==> config.mk <==
export PLATFORM = sky130hd
export DESIGN_NAME = ymodem_crc_receiver_unit
export DESIGN_NICKNAME = d
export VERILOG_FILES = /design/src/sv/ymcrc_pkg.sv /design/src/sv/ymodem_crc_receiver_unit.sv /design/src/sv/ymcrc_front.sv /design/src/sv/ymcrc_engine.sv
export SDC_FILE = /design/constraint.sdc
export NUM_CORES = 1
export LEC_CHECK = 0
export BUFFER_PORTS_ARGS = -buffer_cell sky130_fd_sc_hd__buf_2
export CORE_ASPECT_RATIO = 1.75
export CORE_UTILIZATION = 45
export CTS_CLUSTER_SIZE = 30
export DETAILED_ROUTE_END_ITERATION = 6
export GPL_TIMING_DRIVEN = 0
export PLACE_DENSITY = 0.69
export SLEW_MARGIN = 40
export SYNTH_ARGS = -nofsm -noshare
export SYNTH_HDL_FRONTEND = slang
export SYNTH_SLANG_ARGS = --single-unit
==> constraint.sdc <==
create_clock -name clk -period 8.1 [get_ports clk]
set_clock_uncertainty 0.1 [all_clocks]
set_input_delay 2.43 -clock clk [delete_from_list [all_inputs] [get_ports clk]]
set_output_delay 2.43 -clock clk [all_outputs]
set_load 0.03 [all_outputs]
==> src/sv/ymcrc_pkg.sv <==
// ----------------------------------------------------------------------------
// ymcrc_pkg
// Shared types, codes and constants of the YMODEM-CRC receiver.
// ----------------------------------------------------------------------------
package ymcrc_pkg;

  localparam logic [7:0] BYTE_SOH = 8'h01;
  localparam logic [7:0] BYTE_STX = 8'h02;
  localparam logic [7:0] BYTE_EOT = 8'h04;
  localparam logic [7:0] BYTE_ACK = 8'h06;
  localparam logic [7:0] BYTE_NAK = 8'h15;
  localparam logic [7:0] BYTE_CAN = 8'h18;
  localparam logic [7:0] BYTE_C   = 8'h43;
  localparam logic [7:0] INV_SUM  = 8'hFF;
  localparam logic [15:0] CRC_INIT = 16'h0000;
  localparam logic [15:0] CRC_POLY = 16'h1021;

  localparam logic [7:0] MAX_TIMEOUTS_RST = 8'd10;
  localparam logic [7:0] HDR_LIMIT_RST    = 8'd10;
  localparam int QUEUE_DEPTH = 2;

  typedef enum logic [1:0] {
    FN_BYTE    = 2'd0,
    FN_TIMEOUT = 2'd1,
    FN_START   = 2'd2,
    FN_NONE    = 2'd3
  } func_t;

  typedef enum logic [0:0] {
    REG_MAX_TIMEOUTS = 1'b0,
    REG_HDR_LIMIT    = 1'b1
  } reg_idx_t;

  typedef enum logic [2:0] {
    PH_IDLE   = 3'd0,
    PH_HEADER = 3'd1,
    PH_RECV   = 3'd2,
    PH_DONE   = 3'd3,
    PH_ERROR  = 3'd4,
    PH_CANCEL = 3'd5,
    PH_HFAIL  = 3'd6
  } phase_t;

  typedef enum logic [2:0] {
    FR_START   = 3'd0,
    FR_NUM     = 3'd1,
    FR_INV     = 3'd2,
    FR_PAYLOAD = 3'd3,
    FR_CRC_HI  = 3'd4,
    FR_CRC_LO  = 3'd5
  } frame_t;

  typedef enum logic [1:0] {
    HF_NAME  = 2'd0,
    HF_SIZE  = 2'd1,
    HF_END   = 2'd2,
    HF_EMPTY = 2'd3
  } hfield_t;

  typedef struct packed {
    func_t      func;
    logic [7:0] rx_byte;
  } item_t;

  typedef struct packed {
    logic        response_valid;
    logic [7:0]  response_byte;
    logic        data_valid;
    logic [7:0]  data_byte;
    logic        data_in_file;
    logic        block_done;
    logic        block_good;
    logic [2:0]  session_state;
    logic [31:0] decl_size;
    logic [31:0] rcvd_bytes;
  } result_t;

  function automatic logic [15:0] crc_byte(input logic [15:0] crc, input logic [7:0] b);
    logic [15:0] c;
    c = crc ^ {b, 8'h00};
    for (int i = 0; i < 8; i++) begin
      c = c[15] ? ({c[14:0], 1'b0} ^ CRC_POLY) : {c[14:0], 1'b0};
    end
    return c;
  endfunction

endpackage

==> src/sv/ymodem_crc_receiver_unit.sv <==
// ----------------------------------------------------------------------------
// ymodem_crc_receiver_unit
// YMODEM-CRC receiver with an item queue in front of the protocol engine.
//
//   Channel  Direction  Content
//   in_      input      func, rx_byte
//   out_     output     response, data byte, block verdict, session status
//   cfg_     APB        max_timeouts at 0x0, header_attempts_limit at 0x4
//
// One item per cycle is sustained while out_ready takes each result.
// An accepted item is held in a queue entry, then its result is registered in the engine.
// While a result waits for out_ready, the two-entry queue fills and then in_ready drops.
// Reset is synchronous and returns the session to idle with default limits.
// ----------------------------------------------------------------------------
module ymodem_crc_receiver_unit #(
  parameter int QueueDepth = ymcrc_pkg::QUEUE_DEPTH
) (
  input  logic        clk,
  input  logic        rst_n,
  input  logic        in_valid,
  output logic        in_ready,
  input  logic [1:0]  in_func,
  input  logic [7:0]  in_rx_byte,
  output logic        out_valid,
  input  logic        out_ready,
  output logic        out_response_valid,
  output logic [7:0]  out_response_byte,
  output logic        out_data_valid,
  output logic [7:0]  out_data_byte,
  output logic        out_data_in_file,
  output logic        out_block_done,
  output logic        out_block_good,
  output logic [2:0]  out_session_state,
  output logic [31:0] out_decl_size,
  output logic [31:0] out_rcvd_bytes,
  input  logic        cfg_psel,
  input  logic        cfg_penable,
  input  logic        cfg_pwrite,
  input  logic [2:0]  cfg_paddr,
  input  logic [31:0] cfg_pwdata,
  output logic [31:0] cfg_prdata,
  output logic        cfg_pready
);

  ymcrc_pkg::item_t   in_item, q_item;
  ymcrc_pkg::result_t res;
  logic q_valid, q_ready;
  logic [7:0] maxto_r, hlim_r;
  logic wr;

  assign in_item.func    = ymcrc_pkg::func_t'(in_func);
  assign in_item.rx_byte = in_rx_byte;
  assign cfg_pready = 1'b1;
  assign wr = cfg_psel && cfg_penable && cfg_pwrite;

  always_ff @(posedge clk) begin
    if (!rst_n) begin
      maxto_r <= ymcrc_pkg::MAX_TIMEOUTS_RST;
      hlim_r  <= ymcrc_pkg::HDR_LIMIT_RST;
    end else if (wr && cfg_paddr[1:0] == 2'b00) begin
      if (cfg_paddr[2] == ymcrc_pkg::REG_MAX_TIMEOUTS) maxto_r <= cfg_pwdata[7:0];
      else hlim_r <= cfg_pwdata[7:0];
    end
  end

  always_comb begin
    cfg_prdata = '0;
    if (cfg_paddr[1:0] == 2'b00) begin
      case (ymcrc_pkg::reg_idx_t'(cfg_paddr[2]))
        ymcrc_pkg::REG_MAX_TIMEOUTS: cfg_prdata = {24'd0, maxto_r};
        ymcrc_pkg::REG_HDR_LIMIT:    cfg_prdata = {24'd0, hlim_r};
        default:                     cfg_prdata = '0;
      endcase
    end
  end

  ymcrc_front #(.Depth(QueueDepth)) u_front (
    .clk, .rst_n, .in_valid, .in_ready, .in_item,
    .q_valid, .q_ready, .q_item
  );

  ymcrc_engine u_engine (
    .clk, .rst_n, .q_valid, .q_ready, .q_item,
    .max_timeouts(maxto_r), .hdr_limit(hlim_r),
    .res_valid(out_valid), .res_ready(out_ready), .res
  );

  assign out_response_valid = res.response_valid;
  assign out_response_byte  = res.response_byte;
  assign out_data_valid     = res.data_valid;
  assign out_data_byte      = res.data_byte;
  assign out_data_in_file   = res.data_in_file;
  assign out_block_done     = res.block_done;
  assign out_block_good     = res.block_good;
  assign out_session_state  = res.session_state;
  assign out_decl_size      = res.decl_size;
  assign out_rcvd_bytes     = res.rcvd_bytes;

endmodule

==> src/sv/ymcrc_front.sv <==
// ----------------------------------------------------------------------------
// ymcrc_front
// Accepts input items and holds them in a short queue for the engine.
// ----------------------------------------------------------------------------
module ymcrc_front #(
  parameter int Depth = ymcrc_pkg::QUEUE_DEPTH
) (
  input  logic             clk,
  input  logic             rst_n,
  input  logic             in_valid,
  output logic             in_ready,
  input  ymcrc_pkg::item_t in_item,
  output logic             q_valid,
  input  logic             q_ready,
  output ymcrc_pkg::item_t q_item
);

  localparam int AW = (Depth > 1) ? $clog2(Depth) : 1;

  ymcrc_pkg::item_t mem_r [Depth];
  logic [AW-1:0] wp_r, wp_nxt, rp_r, rp_nxt;
  logic [AW:0]   cnt_r, cnt_nxt;
  logic push, pop;

  assign in_ready = (cnt_r != (AW+1)'(Depth));
  assign q_valid  = (cnt_r != '0);
  assign q_item   = mem_r[rp_r];
  assign push = in_valid && in_ready;
  assign pop  = q_valid && q_ready;

  always_comb begin
    wp_nxt = wp_r;
    rp_nxt = rp_r;
    if (push) begin
      wp_nxt = (wp_r == AW'(Depth - 1)) ? '0 : wp_r + 1'b1;
    end
    if (pop) begin
      rp_nxt = (rp_r == AW'(Depth - 1)) ? '0 : rp_r + 1'b1;
    end
    cnt_nxt = cnt_r + (AW+1)'(push) - (AW+1)'(pop);
  end

  always_ff @(posedge clk) begin
    if (!rst_n) begin
      wp_r  <= '0;
      rp_r  <= '0;
      cnt_r <= '0;
    end else begin
      wp_r  <= wp_nxt;
      rp_r  <= rp_nxt;
      cnt_r <= cnt_nxt;
    end
  end

  always_ff @(posedge clk) begin
    if (push) begin
      mem_r[wp_r] <= in_item;
    end
  end

endmodule

==> src/sv/ymcrc_engine.sv <==
// ----------------------------------------------------------------------------
// ymcrc_engine
// Protocol engine: one queued item per cycle, while res_ready takes each result, into a registered result.
// ----------------------------------------------------------------------------
module ymcrc_engine (
  input  logic               clk,
  input  logic               rst_n,
  input  logic               q_valid,
  output logic               q_ready,
  input  ymcrc_pkg::item_t   q_item,
  input  logic [7:0]         max_timeouts,
  input  logic [7:0]         hdr_limit,
  output logic               res_valid,
  input  logic               res_ready,
  output ymcrc_pkg::result_t res
);

  ymcrc_pkg::phase_t  ph_r, ph_nxt;
  ymcrc_pkg::frame_t  fr_r, fr_nxt;
  ymcrc_pkg::hfield_t hf_r, hf_nxt;
  logic [9:0]  pc_r, pc_nxt;
  logic        long_r, long_nxt;
  logic [7:0]  bn_r, bn_nxt, bi_r, bi_nxt, exp_r, exp_nxt, to_r, to_nxt, ht_r, ht_nxt;
  logic [15:0] crc_r, crc_nxt, crx_r, crx_nxt;
  logic [31:0] sz_r, sz_nxt, acc_r, acc_nxt;
  logic        rv_r;
  ymcrc_pkg::result_t res_r, o;

  logic        fire, hdr;
  logic [7:0]  b;
  logic [10:0] psize;
  logic [31:0] remain, take;
  logic [10:0] pc_inc;
  logic [15:0] crc_full;
  logic [8:0]  inv_sum;
  logic [7:0]  ht_inc, to_inc;

  assign q_ready   = !rv_r || res_ready;
  assign fire      = q_valid && q_ready;
  assign res_valid = rv_r;
  assign res       = res_r;

  always_comb begin
    b       = q_item.rx_byte;
    hdr     = (ph_r == ymcrc_pkg::PH_HEADER);
    psize   = long_r ? 11'd1024 : 11'd128;
    remain  = sz_r - acc_r;
    take    = (remain < {21'd0, psize}) ? remain : {21'd0, psize};
    pc_inc  = {1'b0, pc_r} + 11'd1;
    crc_full = {crx_r[15:8], b};
    inv_sum = {1'b0, bn_r} + {1'b0, bi_r};
    ht_inc  = ht_r + 8'd1;
    to_inc  = to_r + 8'd1;
    ph_nxt = ph_r; fr_nxt = fr_r; hf_nxt = hf_r; pc_nxt = pc_r; long_nxt = long_r;
    bn_nxt = bn_r; bi_nxt = bi_r; exp_nxt = exp_r; to_nxt = to_r; ht_nxt = ht_r;
    crc_nxt = crc_r; crx_nxt = crx_r; sz_nxt = sz_r; acc_nxt = acc_r;
    o = '0;
    case (q_item.func)
      ymcrc_pkg::FN_START: begin
        ph_nxt = ymcrc_pkg::PH_HEADER; fr_nxt = ymcrc_pkg::FR_START;
        pc_nxt = '0; long_nxt = 1'b0; bn_nxt = '0; bi_nxt = '0;
        crc_nxt = ymcrc_pkg::CRC_INIT; crx_nxt = '0; exp_nxt = 8'd1;
        to_nxt = '0; ht_nxt = '0; sz_nxt = '0; acc_nxt = '0;
        hf_nxt = ymcrc_pkg::HF_NAME;
        o.response_valid = 1'b1; o.response_byte = ymcrc_pkg::BYTE_C;
      end
      ymcrc_pkg::FN_TIMEOUT: begin
        if (hdr) begin
          ht_nxt = ht_inc; fr_nxt = ymcrc_pkg::FR_START;
          o.response_valid = 1'b1; o.response_byte = ymcrc_pkg::BYTE_C;
          if (ht_inc >= hdr_limit) ph_nxt = ymcrc_pkg::PH_HFAIL;
        end else if (ph_r == ymcrc_pkg::PH_RECV) begin
          o.block_done = (fr_r != ymcrc_pkg::FR_START);
          fr_nxt = ymcrc_pkg::FR_START;
          to_nxt = to_inc;
          o.response_valid = 1'b1;
          if (to_inc >= max_timeouts) begin
            o.response_byte = ymcrc_pkg::BYTE_CAN; ph_nxt = ymcrc_pkg::PH_ERROR;
          end else begin
            o.response_byte = ymcrc_pkg::BYTE_NAK;
          end
        end
      end
      ymcrc_pkg::FN_BYTE: begin
        if (hdr || ph_r == ymcrc_pkg::PH_RECV) begin
          case (fr_r)
            ymcrc_pkg::FR_START: begin
              if (b == ymcrc_pkg::BYTE_SOH || b == ymcrc_pkg::BYTE_STX) begin
                long_nxt = (b == ymcrc_pkg::BYTE_STX);
                fr_nxt = ymcrc_pkg::FR_NUM; pc_nxt = '0;
                crc_nxt = ymcrc_pkg::CRC_INIT; hf_nxt = ymcrc_pkg::HF_NAME;
                if (hdr) sz_nxt = '0;
              end else if (hdr) begin
                ht_nxt = ht_inc;
                o.response_valid = 1'b1; o.response_byte = ymcrc_pkg::BYTE_C;
                if (ht_inc >= hdr_limit) ph_nxt = ymcrc_pkg::PH_HFAIL;
              end else if (b == ymcrc_pkg::BYTE_EOT) begin
                o.response_valid = 1'b1; o.response_byte = ymcrc_pkg::BYTE_ACK;
                ph_nxt = ymcrc_pkg::PH_DONE;
              end else if (b == ymcrc_pkg::BYTE_CAN) begin
                ph_nxt = ymcrc_pkg::PH_CANCEL;
              end else begin
                o.response_valid = 1'b1; o.response_byte = ymcrc_pkg::BYTE_NAK;
              end
            end
            ymcrc_pkg::FR_NUM: begin
              bn_nxt = b; fr_nxt = ymcrc_pkg::FR_INV;
            end
            ymcrc_pkg::FR_INV: begin
              bi_nxt = b; fr_nxt = ymcrc_pkg::FR_PAYLOAD;
            end
            ymcrc_pkg::FR_PAYLOAD: begin
              crc_nxt = ymcrc_pkg::crc_byte(crc_r, b);
              if (hdr) begin
                if (pc_r == '0 && b == 8'h00) begin
                  hf_nxt = ymcrc_pkg::HF_EMPTY;
                end else if (hf_r == ymcrc_pkg::HF_NAME) begin
                  if (b == 8'h00) hf_nxt = ymcrc_pkg::HF_SIZE;
                end else if (hf_r == ymcrc_pkg::HF_SIZE) begin
                  if (b >= 8'h30 && b <= 8'h39) begin
                    sz_nxt = (sz_r << 3) + (sz_r << 1) + {28'd0, b[3:0]};
                  end else begin
                    hf_nxt = ymcrc_pkg::HF_END;
                  end
                end
              end else begin
                o.data_valid = 1'b1; o.data_byte = b;
                o.data_in_file = ({22'd0, pc_r} < remain);
              end
              pc_nxt = pc_inc[9:0];
              if (pc_inc >= psize) fr_nxt = ymcrc_pkg::FR_CRC_HI;
            end
            ymcrc_pkg::FR_CRC_HI: begin
              crx_nxt = {b, 8'h00}; fr_nxt = ymcrc_pkg::FR_CRC_LO;
            end
            default: begin
              crx_nxt = crc_full; fr_nxt = ymcrc_pkg::FR_START;
              o.response_valid = 1'b1;
              if (hdr) begin
                if (crc_full != crc_r) begin
                  ht_nxt = ht_inc; o.response_byte = ymcrc_pkg::BYTE_C;
                  if (ht_inc >= hdr_limit) ph_nxt = ymcrc_pkg::PH_HFAIL;
                end else begin
                  o.response_byte = ymcrc_pkg::BYTE_ACK;
                  if (hf_r == ymcrc_pkg::HF_EMPTY) begin
                    sz_nxt = '0; ph_nxt = ymcrc_pkg::PH_DONE;
                  end else begin
                    ph_nxt = ymcrc_pkg::PH_RECV; exp_nxt = 8'd1;
                    acc_nxt = '0; to_nxt = '0;
                  end
                end
              end else begin
                o.block_done = 1'b1;
                if (crc_full == crc_r && bn_r == exp_r &&
                    inv_sum == {1'b0, ymcrc_pkg::INV_SUM}) begin
                  o.block_good = 1'b1; o.response_byte = ymcrc_pkg::BYTE_ACK;
                  acc_nxt = acc_r + take; to_nxt = '0; exp_nxt = exp_r + 8'd1;
                end else begin
                  o.response_byte = ymcrc_pkg::BYTE_NAK;
                end
              end
            end
          endcase
        end
      end
      default: begin
      end
    endcase
    o.session_state = ph_nxt;
    o.decl_size = (ph_nxt == ymcrc_pkg::PH_IDLE || ph_nxt == ymcrc_pkg::PH_HEADER ||
                   ph_nxt == ymcrc_pkg::PH_HFAIL) ? 32'd0 : sz_nxt;
    o.rcvd_bytes = acc_nxt;
  end

  always_ff @(posedge clk) begin
    if (!rst_n) begin
      ph_r <= ymcrc_pkg::PH_IDLE; fr_r <= ymcrc_pkg::FR_START; hf_r <= ymcrc_pkg::HF_NAME;
      pc_r <= '0; long_r <= 1'b0; bn_r <= '0; bi_r <= '0; exp_r <= 8'd1;
      to_r <= '0; ht_r <= '0; crc_r <= ymcrc_pkg::CRC_INIT; crx_r <= '0;
      sz_r <= '0; acc_r <= '0; rv_r <= 1'b0;
    end else begin
      if (fire) begin
        ph_r <= ph_nxt; fr_r <= fr_nxt; hf_r <= hf_nxt; pc_r <= pc_nxt;
        long_r <= long_nxt; bn_r <= bn_nxt; bi_r <= bi_nxt; exp_r <= exp_nxt;
        to_r <= to_nxt; ht_r <= ht_nxt; crc_r <= crc_nxt; crx_r <= crx_nxt;
        sz_r <= sz_nxt; acc_r <= acc_nxt;
      end
      if (fire) rv_r <= 1'b1;
      else if (res_ready) rv_r <= 1'b0;
    end
  end

  always_ff @(posedge clk) begin
    if (fire) res_r <= o;
  end

endmodule
== After elaboration in Yosys (flattened, before gate mapping) ==
Memories as Yosys holds them, arrays and structs flattened. A register that Yosys moved wholly into a read port is not among the register bits.
Index checks and enable logic that the tools add are counted.

* Equality and inequality tests: 46
* Mux-type cells: 136
* Reductions and logical operators: 46
* $lt $le $gt $ge: 7
* Bitwise gates (word level): 13
* $add $sub $neg: 13

{| class="wikitable"
|+ Operators with widths
! cell !! number
|-
| 32-bit two-way mux || 19
|-
| 32-bit case mux with 2 select lines || 3
|-
| 8-bit two-way mux || 23
|-
| 16-bit case mux with 2 select lines || 4
|-
| 13-bit two-way mux || 8
|-
| 32-bit case mux with 3 select lines || 1
|-
| 32-bit adder || 2
|-
| 8-bit case mux with 2 select lines || 4
|-
| 9-bit two-way mux || 6
|-
| 16-bit two-way mux || 3
|-
| 3-bit two-way mux || 16
|-
| 8-bit case mux with 3 select lines || 2
|-
| 10-bit two-way mux || 4
|-
| 10-bit case mux with 2 select lines || 2
|-
| 32-bit by 4-bit adder with 32-bit output || 1
|-
| 10-bit by 32-bit less-than comparator with 1-bit output || 1
|-
| 32-bit by 11-bit less-than comparator with 1-bit output || 1
|-
| 32-bit subtractor || 1
|-
| 9-bit case mux with 3 select lines || 1
|-
| 8-bit by 1-bit adder with 8-bit output, second input constant || 3
|-
| 3-bit inverter || 8
|-
| 21-bit two-way mux || 1
|-
| 2-bit two-way mux || 10
|-
| 2-bit != test, second input constant || 9
|-
| 61 further kinds || 128
|}

* RAM bits: 20
* Memories kept: 1
* Register bits after elaboration: 256
* Logic and storage cells: 292
* Output and inout bits: 123
* Input port bits: 52

{| class="wikitable"
|+ Memories
! memory !! depth !! bits a word !! read ports !! clocked after Yosys merged registers in !! wr ports !! line !! RTL
|-
| u_front.mem_r || 2 || 10 || 1 || 1 || 1 || ymcrc_front.sv:20 || <nowiki>ymcrc_pkg::item_t mem_r [Depth];</nowiki>
|}

== Longest topological paths before layout ==
Gate-level depths: netlist of run 1.

* Depth after elaboration: 20
* Gate-level depth with buffers: 30
* Gate-level depth less buffers: 29

== Modules after synthesis ==
From an unflattened synthesis of run 1, not the netlist that was laid out.

* Cells, all modules: 2283
* Area total of the unflattened synthesis: 19313.5 um2

{| class="wikitable"
|+ Modules (own cells, without submodules)
! module !! cells an instance !! instances !! seq. area each (um2) !! area an instance (um2)
|-
| ymcrc_engine || 2113 || 1 || 5545.3 || 17359.1
|-
| ymcrc_front || 60 || 1 || 700.7 || 980.9
|-
| ymodem_crc_receiver_unit || 110 || 1 || 320.3 || 973.4
|}

== Worst setup path before layout of run 1 ==
Ideal clock, no wire load.

* Path kind: input -> register
* From: in out_ready
* To: reg u_front.cnt_r[1]
* Arrival time: 6.838 ns
* Setup slack: 1.034 ns
* Cell stages on the path: 11
* Path through: nor2b_1 or2_2 clkbuf_1 inv_2 clkbuf_1 ha_1 inv_1 ha_1 xor2_1 xnor2_1 nor2_1

* Longest elaborated chain between the ends: 3

{| class="wikitable"
|+ Ends and longest elaborated chain
! element !! line !! RTL
|-
| start, declared || ymodem_crc_receiver_unit.sv:25 || <nowiki>input logic out_ready,</nowiki>
|-
| 1-bit logical OR || ymcrc_engine.sv:38 || <nowiki>assign q_ready = !rv_r || res_ready;</nowiki>
|-
| 1-bit logical AND || - ||
|-
| via u_engine.fire || ymcrc_engine.sv:29 || <nowiki>logic fire, hdr;</nowiki>
|-
| 2-bit by 1-bit subtractor with 2-bit output || ymcrc_front.sv:40 || <nowiki>cnt_nxt = cnt_r + (AW+1)'(push) - (AW+1)'(pop);</nowiki>
|-
| end signal, assigned || ymcrc_front.sv:51 || <nowiki>cnt_r <= cnt_nxt;</nowiki>
|-
| end, declared || ymcrc_front.sv:22 || <nowiki>logic [AW:0] cnt_r, cnt_nxt;</nowiki>
|}

The timed path passes the listed nets, and every way through them passes these cells.
A chain may end at the register's enable or synchronous reset.

== Worst setup path in the final report of run 1 ==
* From: reg u_engine.sz_r[0]
* To: reg u_engine.res_r (netlist bit u_engine.res[30]), data pin

* Longest elaborated chain between the ends: 9

{| class="wikitable"
|+ Ends and longest elaborated chain
! element !! line !! RTL
|-
| start, declared || ymcrc_engine.sv:25 || <nowiki>logic [31:0] sz_r, sz_nxt, acc_r, acc_nxt;</nowiki>
|-
| start signal, assigned || ymcrc_engine.sv:186 || <nowiki>sz_r <= sz_nxt; acc_r <= acc_nxt;</nowiki>
|-
| 32-bit subtractor (*) || ymcrc_engine.sv:47 || <nowiki>remain = sz_r - acc_r;</nowiki>
|-
| 32-bit by 11-bit less-than comparator with 1-bit output || ymcrc_engine.sv:48 || <nowiki>take = (remain < {21'd0, psize}) ? remain : {21'd0, psize};</nowiki>
|-
| 32-bit two-way mux (*) || ymcrc_engine.sv:48 ||
|-
| 32-bit adder (*) || ymcrc_engine.sv:157 || <nowiki>acc_nxt = acc_r + take; to_nxt = '0; exp_nxt = exp_r + 8'd1;</nowiki>
|-
| 32-bit two-way mux (*) || ymcrc_engine.sv:154 || <nowiki>if (crc_full == crc_r && bn_r == exp_r &&</nowiki>
|-
| 32-bit two-way mux (*) || ymcrc_engine.sv:139 || <nowiki>if (hdr) begin</nowiki>
|-
| 32-bit two-way mux (*) || ymcrc_engine.sv:86 || <nowiki>case (fr_r)</nowiki>
|-
| 32-bit two-way mux (*) || ymcrc_engine.sv:85 || <nowiki>if (hdr || ph_r == ymcrc_pkg::PH_RECV) begin</nowiki>
|-
| 32-bit case mux with 2 select lines (*) || ymcrc_engine.sv:58 || <nowiki>case (q_item.func)</nowiki>
|-
| via u_engine.acc_nxt[30] || ymcrc_engine.sv:25 ||
|-
| end signal, assigned || ymcrc_engine.sv:194 || <nowiki>if (fire) res_r <= o;</nowiki>
|-
| end, declared || ymcrc_engine.sv:27 || <nowiki>ymcrc_pkg::result_t res_r, o;</nowiki>
|}

Mark *: on every way through the listed nets, which the timed path passes. The rest lies on a longest branch.

==> flow_summary.toml, run 1 <==
[clock_network]
tritoncts = "built"
clockBufferDepth = 3
cts-root-buf = "clkbuf_16"
htreeDepth = 1
cts.sinks = 275
numCtsBuffers = 28
clock_latency_ns = 0.58
hold_buffers = 0
clkTransAtPathRegs_ns = 0.07

[pwr]
clkPwrFrac_pct = 19.7
p_leak_nw = 9.06
vdd_ir_drop_max_uv = 210
comb_power_share_pct = 52.4
power.density_nw_per_um2 = 326
p_sw_share_pct = 46.5
p_sw_mw = 3.24
cell_internal_pwr_mw = 3.73
sequentialPowerShare_pct = 28.0

[layout]
multi_input_area_um2 = 11600
nNetsFinal = 2640
diodes = 0
post-route-util_pct = 52.2
regArea_um2 = 6570
final_common_cell = "nor2_1"
drive_gt1_share_pct = 11.1
layout.cells.non_filler = 2992
area_growth_pct = 14.0
layout_common_cells = "281 x nor2_1, 217 x a21oi_1, 179 x nand2_1"
fillCellCount = 4009

[timing]
rsz0062_at_grt = "false"
layout_min_cycle_time_ns = 7.54
max_slew_margin_pct = 37.0
max_freq_mhz = 133
period_share_pct = 93.0
worst_pin_slew_ns = 0.945
drv_slew = 0
setup_viol = 0
setup_tns_ns = 0
finalHoldViolCount = 0

[yosys]
synth_edf_count = 106
synth_async_sr_flop_share_pct = 0
synth_ff_type = "dfxtp_1"
syn_inst = 2216
yosysWarnings = 0
yosysSeqAreaShare_pct = 35.0
syn_area_um2 = 18800
ys_types = 81
postSynthAreaPerCell_um2 = 8.47
synth_seq_cells = 275

[critical_path]
reg2reg_to = "u_engine.res[30]"
max_stage_delay_ns = 0.56
crit_top_cell = "o21ai_0"
crit_path_max_fanout = 13
crit_slowest_cell = "a2111o_1"
critPathTopFamily = "compound AO/OA/AOI/OAI gates"
timing.rr.start = "u_engine.sz_r[0]"
rr_worst_depth = 30
worst-r2r-setup-slack_ns = 0.56
arrival_ns = 7.76
critPathBufInv = 3
critPathKind = "reg2reg"
crit_path_end_kind = "flop"
startpoint_type = "flop"
worst_ep_required_time_ns = 8.32

[drt]
wl_mm = 64.2
met3WireLength_mm = 2.98
routed-via-count = 17626
wl_per_cell_um = 21.5
dr_wl_met2_mm = 33.3
wl_met1_mm = 21.7
drc_errors = 0
post_drt_via_cell_ratio = 5.89
dr.pass1.iters = 6
drt_iter0_drc = 1073
final_antenna_net_count = 0
routed.top_layer = "met4"

[place]
hpwl_mm = 50.6
placed_cells = 2938
port_buffers = 122
place.gp.congestion = 0.961

[floorplan]
dieHeight_um = 272
die_x_um = 156
die_area_um2 = 42600
start_util_pct = 45.8
ios = 175
num_rows = 98
coreArea_um2 = 41000

[global_routing]
grt-ovfl-total = 0
grt_max_degree = 41
grt_first_pass_wirelength_mm = 97.4
gr-usage-all-layers_pct = 30.1
grt_pass1_vias = 17621
antenna_found_initial = 0

[outcome]
status = "complete, no violations"

[worst_hold_path]
holdPathStages = 2
hold_end = "u_engine.to_r[7]"
hold_class = "reg2reg"
hold_start = "u_engine.to_r[7]"

[flow_run]
cap_violations = 0
==> cells in the mapped netlist (all sizes together) (5+ instances only) <==
master / count / area share, %
a21oi: 217 / 5.8
a22o: 19 / 0.89
nand2b: 29 / 0.97
o211ai: 9 / 0.36
a32oi: 11 / 0.51
nand3: 57 / 1.5
or2: 13 / 0.45
xor2: 55 / 2.6
inv: 96 / 1.9
nor3b: 8 / 0.32
nor2: 285 / 5.8
o22ai: 8 / 0.27
fa: 5 / 0.53
dfxtp: 169 / 18
mux2i: 42 / 2.3
and2: 8 / 0.27
ha: 163 / 11
a2111o: 5 / 0.30
nor3: 51 / 1.4
a22oi: 28 / 1.1
and3: 17 / 0.57
or3: 14 / 0.47
o31ai: 11 / 0.51
xnor2: 96 / 4.5
a21o: 57 / 2.3
nor4: 10 / 0.41
nand2: 180 / 3.6
o21bai: 21 / 0.84
nor2b: 12 / 0.40
nand4: 39 / 1.3
a31oi: 13 / 0.47
a211oi: 31 / 1.3
o21a: 22 / 0.88
edfxtp: 106 / 17
buf: 40 / 1.4
o21ai: 124 / 3.4
clkbuf: 79 / 1.6
==> per-stage QoR <==
stage / setup WS (ns) / area, um^2 / hold WS, ns / total power, mW
floorplan: 1.03 / 18900 / 0.358 / 4.44
global placement: -0.838 / 20200 / 0.369 / 5.48
detailed placement: 0.0800 / 20400 / 0.379 / 5.53
CTS: 0.0265 / 21300 / 0.390 / 6.92
global route: 0.0159 / 21400 / 0.402 / 7.36
finish: 0.563 / 21400 / 0.388 / 6.97
==> cells by family (layout without fill, tap and decap cells) <==
group | Yosys count | after routing | synth area share (%)
AOI/OAI and AO/OA | 621 | 621 | 21.1
xor gates and xnor gates | 151 | 151 | 7.04
adders and majority gates | 168 | 168 | 11.4
buffers and inverters | 215 | 396 | 4.92
DFF | 275 | 275 | 35.0
muxes | 45 | 45 | 2.44
other | 2 | 47 | 0.0400
and+or+nand+nor | 739 | 739 | 18.1
==> worst min-delay path, delay by kind of cell (launching register included) <==
family | cells | cell delay [ns]
AOI/OAI and AO/OA | 1 | 0.05
DFF | 1 | 0.32
and+or+nand+nor | 1 | 0.07
==> cell type report <==
type	count	share of cell area (%)
sequential	275	30.7
clock buffer	42	3.95
multi-input combinational	1771	54.0
tap	550	3.22
buffer	118	2.65
timing repair buffer	130	3.25
inverter	96	1.68
clock inverter	10	0.526
==> how the worst max path moves through the flow <==
stage                                   to  cells after the start  slack, ns              from
after floorplan           u_front.cnt_r[1]                     11       1.03         out_ready
after global placement    u_front.cnt_r[1]                     12      -0.84         out_ready
after detailed placement  u_engine.res[30]                     30       0.08  u_engine.sz_r[0]
after CTS                 u_engine.res[30]                     30       0.03  u_engine.sz_r[0]
after global routing      u_engine.res[30]                     30       0.02  u_engine.sz_r[0]
final                     u_engine.res[30]                     30       0.56  u_engine.sz_r[0]
==> routing by layer <==
layer | global-route usage (%) | vias to the layer above
li1 | - | 8353
met1 | 28.6 | 8311
met2 | 55.7 | 682
met3 | 3.83 | 280
met4 | 27.0 | 0
met5 | 0 | -
==> registers in the layout (all words and copies together) (netlist names), 3 cells and up, named ones only <==
register and flops:
u_front.mem_r 20, u_engine.crc_r 16, hlim_r 8, u_engine.acc_r 32, maxto_r 8, u_engine.sz_r 32
u_engine.to_r 8, u_engine.bn_r 8, u_engine.pc_r 10, u_engine.fr_r 3, u_engine.bi_r 8, u_engine.exp_r 8
u_engine.ht_r 8, u_engine.crx_r 8, u_engine.res 86, u_engine.ph_r 3
==> what timing repair did <==
action	in CTS	in global routing
setup endpoints to repair	0	14
resized for setup	0	5
buffers inserted	0	3
==> power groups by stage <==
stage	Combinational [mW]	Clock, mW	Sequential (mW)
detailed placement	3.56	0	1.98
finish	3.65	1.37	1.95
CTS	3.57	1.39	1.95
global placement	3.48	0	2.01
global route	3.93	1.45	1.97
floorplan	2.16	0	2.28
Power figures use the tool's default switching activity.
==> run 2, diff against run 1 <==
--- a/config.mk
+++ b/config.mk
@@ -11,7 +11,7 @@
 export CTS_CLUSTER_SIZE = 30
 export DETAILED_ROUTE_END_ITERATION = 6
 export GPL_TIMING_DRIVEN = 0
-export PLACE_DENSITY = 0.69
+export PLACE_DENSITY = 0.71
 export SLEW_MARGIN = 40
 export SYNTH_ARGS = -nofsm -noshare
 export SYNTH_HDL_FRONTEND = slang
==> flow_summary.toml, run 2 (synthesized netlist as in run 1, its figures left out) <==
[clock_network]
clockBufferDepth = 3
htreeDepth = 1
clkTransAtPathRegs_ns = 0.06
numCtsBuffers = 28
tritoncts = "built"
hold_buffers = 0
cts-root-buf = "clkbuf_16"
clock_latency_ns = 0.59
cts.sinks = 275

[layout]
regArea_um2 = 6570
nNetsFinal = 2640
layout.cells.non_filler = 2992
diodes = 0
fillCellCount = 4000
post-route-util_pct = 52.3
largest_reg_flops = 86
area_growth_pct = 14.1
final_common_cell = "nor2_1"
multi_input_area_um2 = 11500
design_area_um2 = 21400
layout_common_cells = "281 x nor2_1, 217 x a21oi_1, 179 x nand2_1"
drive_gt1_share_pct = 11.1

[floorplan]
die_x_um = 156
coreArea_um2 = 41000
ios = 175
start_util_pct = 45.8
die_area_um2 = 42600
dieHeight_um = 272
num_rows = 98

[drt]
drt_iter0_drc = 991
routed.top_layer = "met4"
drc_errors = 0
met3WireLength_mm = 3.00
dr.pass1.iters = 7
post_drt_via_cell_ratio = 5.85
wl_per_cell_um = 21.2
routed-via-count = 17494
dr_wl_met2_mm = 32.6
wl_mm = 63.4
wl_met1_mm = 21.2
final_antenna_net_count = 0

[global_routing]
grt_pass1_vias = 17345
grt_first_pass_wirelength_mm = 95.9
grt_max_degree = 44
antenna_found_initial = 0
gr-usage-all-layers_pct = 29.8
grt-ovfl-total = 0

[critical_path]
crit_path_end_kind = "flop"
timing.rr.start = "u_engine.sz_r[0]"
crit_start = "u_engine.sz_r[0]"
crit_top_cell = "o21ai_0"
worst_ep_required_time_ns = 8.32
critPathKind = "reg2reg"
crit_path_max_fanout = 10
arrival_ns = 7.83
crit_slowest_cell = "a2111o_1"
critPathTopFamily = "compound AO/OA/AOI/OAI gates"
max_stage_delay_ns = 0.43
startpoint_type = "flop"
critPathBufInv = 4

[pwr]
vdd_ir_drop_max_uv = 193
power.density_nw_per_um2 = 328
p_leak_nw = 9.09

[timing]
worst_pin_slew_ns = 0.917
period_share_pct = 94.0
setup_viol = 0
worst_hold_slack_ns = 0.382
drv_slew = 0
layout_min_cycle_time_ns = 7.61
max_freq_mhz = 131
finalHoldViolCount = 0
max_slew_margin_pct = 38.9

[place]
placed_area_um2 = 20300
hpwl_mm = 50.1
placed_cells = 2937
port_buffers = 122
place.gp.congestion = 0.967

[worst_hold_path]
hold_class = "reg2reg"
hold_start = "u_engine.to_r[7]"

[outcome]
status = "complete, no violations"

[flow_run]
cap_violations = 0
[run 2: cell types whose count changed in the layout (fill, tap and decap cells not counted), sizes merged]
cell,delta
clkinvlp,-1
clkinv,+2
inv,+1
buf,-2
clkbuf,-2
bufinv,+2
[run 2: area by class of cell]
type                    count  share of cell area [%]
clock inverters            14                   0.853
clock buffers              38                    3.89
multi-input cells        1771                    53.8
plain buffers             119                    2.68
well taps                 550                    3.21
flip-flops and latches    275                    30.7
inverters                  96                    1.68
repair buffers            129                    3.19
[run 2: power by group]
part           leakage, nW  switching, mW  internal, mW  total, mW
sequential            2.41          0.184          1.76       1.95
clock                0.497          0.588         0.850       1.44
combinational         6.18           2.46          1.17       3.63
total                 9.09           3.23          3.78       7.02
[run 2: routing by layer]
layer	vias to the layer above	track usage, %
li1	8323	-
met1	8226	28.4
met2	663	54.8
met3	282	3.58
met4	0	27.8
met5	-	0
[run 2: worst paths after layout]
kind | to | slack (ns) | cells after the start
max | u_engine.res[30] | 0.49 | 31
min | u_engine.to_r[7] | 0.38 | 2
max reg2reg | u_engine.res[30] | 0.49 | 31
min reg2reg | u_engine.to_r[7] | 0.38 | 2
[run 2: repair_timing]
| item | 4_1_cts | 5_1_grt |
|---|---|---|
| buffers inserted | 2 | 1 |
| pin swaps | 1 | 1 |
| setup endpoints to repair | 1 | 10 |
| gates resized for setup | 1 | 5 |
| endpoints found under the hold margin | 0 | 0 |
[run 2: through the flow]
step | power [mW] | setup TNS (ns) | setup slack, ns
after floorplan | 4.44 | 0 | 1.03
after global placement | 5.47 | -0.997 | -0.591
after detailed placement | 5.53 | 0 | 0.0275
after CTS | 6.97 | 0 | 0.246
after global routing | 7.39 | -0.00672 | -0.00672
final | 7.02 | 0 | 0.488
[run 2: worst min-delay path, stage by stage, from the launching register on]
cell and delay (ns):
dfxtp_1 0.32, nand2b_1 0.07, a21oi_1 0.05
==> run 3, diff against run 2 <==
==> constraint.sdc (replaced) <==
create_clock -name clk -period 8.1 [get_ports clk]
set_clock_uncertainty 0.1 [all_clocks]
set_input_delay 0 -clock clk [delete_from_list [all_inputs] [get_ports clk]]
set_output_delay 0 -clock clk [all_outputs]
set_load 0.03 [all_outputs]
==> flow_summary.toml, run 3 (synthesized netlist as in run 1, its figures left out) <==
[timing]
timing.final.ws_setup_ns = 0.491
setup_viol = 0
worst_pin_slew_ns = 0.906
drv_slew = 0
max_slew_margin_pct = 39.6
max_freq_mhz = 131
period_share_pct = 93.9
finalHoldViolCount = 0
layout_min_cycle_time_ns = 7.61

[critical_path]
startpoint_type = "flop"
crit_path_max_fanout = 10
max_stage_delay_ns = 0.43
critPathKind = "reg2reg"
crit_slowest_cell = "a2111o_1"
worst_ep_required_time_ns = 8.32
arrival_ns = 7.83
critPathBufInv = 4
crit_path_end_kind = "flop"
crit_top_cell = "o21ai_0"
critPathTopFamily = "compound AO/OA/AOI/OAI gates"

[clock_network]
clock_latency_ns = 0.59
cts.sinks = 275
clockBufferDepth = 3
numCtsBuffers = 28
clkTransAtPathRegs_ns = 0.06
cts-root-buf = "clkbuf_16"
htreeDepth = 1
tritoncts = "built"

[pwr]
vdd_ir_drop_max_uv = 193
p_total_mw = 7.03
p_sw_mw = 3.24
cell_internal_pwr_mw = 3.79
p_sw_share_pct = 46.1
p_leak_nw = 9.18
power.density_nw_per_um2 = 325
clkPwrFrac_pct = 20.5
sequentialPowerShare_pct = 27.7
comb_power_share_pct = 51.8

[layout]
drive_gt1_share_pct = 11.0
final_common_cell = "nor2_1"
fillCellCount = 3980
largest_reg_flops = 86
nNetsFinal = 2661
area_growth_pct = 15.2
diodes = 0
layout_common_cells = "281 x nor2_1, 217 x a21oi_1, 179 x nand2_1"
regArea_um2 = 6570
multi_input_area_um2 = 11500

[global_routing]
grt_max_degree = 44
antenna_found_initial = 0
grt-ovfl-total = 0
grt_first_pass_wirelength_mm = 96.6
grt_pass1_vias = 17451
gr-usage-all-layers_pct = 30.0

[drt]
drc_errors = 0
wl_mm = 63.9
drt_iter0_drc = 1038
wl_per_cell_um = 21.2
dr.pass1.iters = 6
post_drt_via_cell_ratio = 5.84
routed-via-count = 17608
final_antenna_net_count = 0

[floorplan]
coreArea_um2 = 41000
die_x_um = 156
die_area_um2 = 42600
ios = 175
start_util_pct = 45.8
dieHeight_um = 272
num_rows = 98

[place]
port_buffers = 122
hpwl_mm = 50.1
place.gp.congestion = 0.967
place_ws_ns = 0.0275

[outcome]
status = "complete, no violations"

[flow_run]
cap_violations = 0

[worst_hold_path]
hold_class = "in2reg"
==> run 3: worst register-to-register path, delay by kind of cell, from the launching register on <==
| kind | cells | cell delay [ns] |
|---|---|---|
| AOI/OAI and AO/OA | 18 | 4.25 |
| xor gates and xnor gates | 1 | 0.11 |
| adders and majority gates | 3 | 0.91 |
| buffers and inverters | 4 | 0.65 |
| DFF | 1 | 0.37 |
| and+or+nand+nor | 5 | 0.94 |
==> run 3: timing repair <==
item                                    CTS  global route
setup buffers                             2             1
hold buffers                             21             0
pin swaps                                 1             1
hold endpoints to repair                 61             0
endpoints found under the setup margin    1            10
gates resized for setup                   1             5
==> run 3: power groups by stage <==
stage	logic, mW	registers, mW	clock network (mW)
detailed placement	3.55	1.97	0
CTS	3.58	1.95	1.45
floorplan	2.16	2.28	0
global placement	3.47	2.00	0
global route	3.92	1.97	1.50
finish	3.64	1.95	1.44
==> run 3: cell type report <==
type                       instances  area share (%)
multi-input combinational       1771            53.3
sequential                       275            30.4
timing repair buffer             150            4.13
clock buffer                      38            3.85
tap                              550            3.18
buffer                           119            2.66
inverter                          96            1.67
clock inverter                    14           0.845
==> run 3: final timing paths <==
check                   startpoint                   to  slack (ns)  cells after the start
setup reg to reg  u_engine.sz_r[0]     u_engine.res[30]        0.49                     31
hold reg to reg   u_engine.to_r[7]     u_engine.to_r[7]        0.38                      2
setup / recovery  u_engine.sz_r[0]     u_engine.res[30]        0.49                     31
hold / removal       in_rx_byte[5]  u_front.mem_r[1][5]        0.03                      2
==> run 3: layer usage <==
layer / GRT usage [%] / wire [um] / vias to the layer above
li1: - / - / 8356
met1: 28.6 / 21400 / 8242
met2: 55.1 / 32800 / 710
met3: 3.60 / 2960 / 300
met4: 28.0 / 6780 / 0
met5: 0 / 0 / -
==> run 3: per-stage QoR <==
stage	setup TNS (ns)	cells	area (um^2)	hold slack, ns	utilization (%)
final	0	3013	21600	0.0284	52.8
after global routing	-0.00672	3013	21600	0.0269	52.8
after CTS	0	3012	21600	0.0265	52.7
after detailed placement	0	2937	20300	0.0939	49.7
after global placement	0	2933	20200	0.0893	49.4
after floorplan	0	2261	18900	-0.00113	-
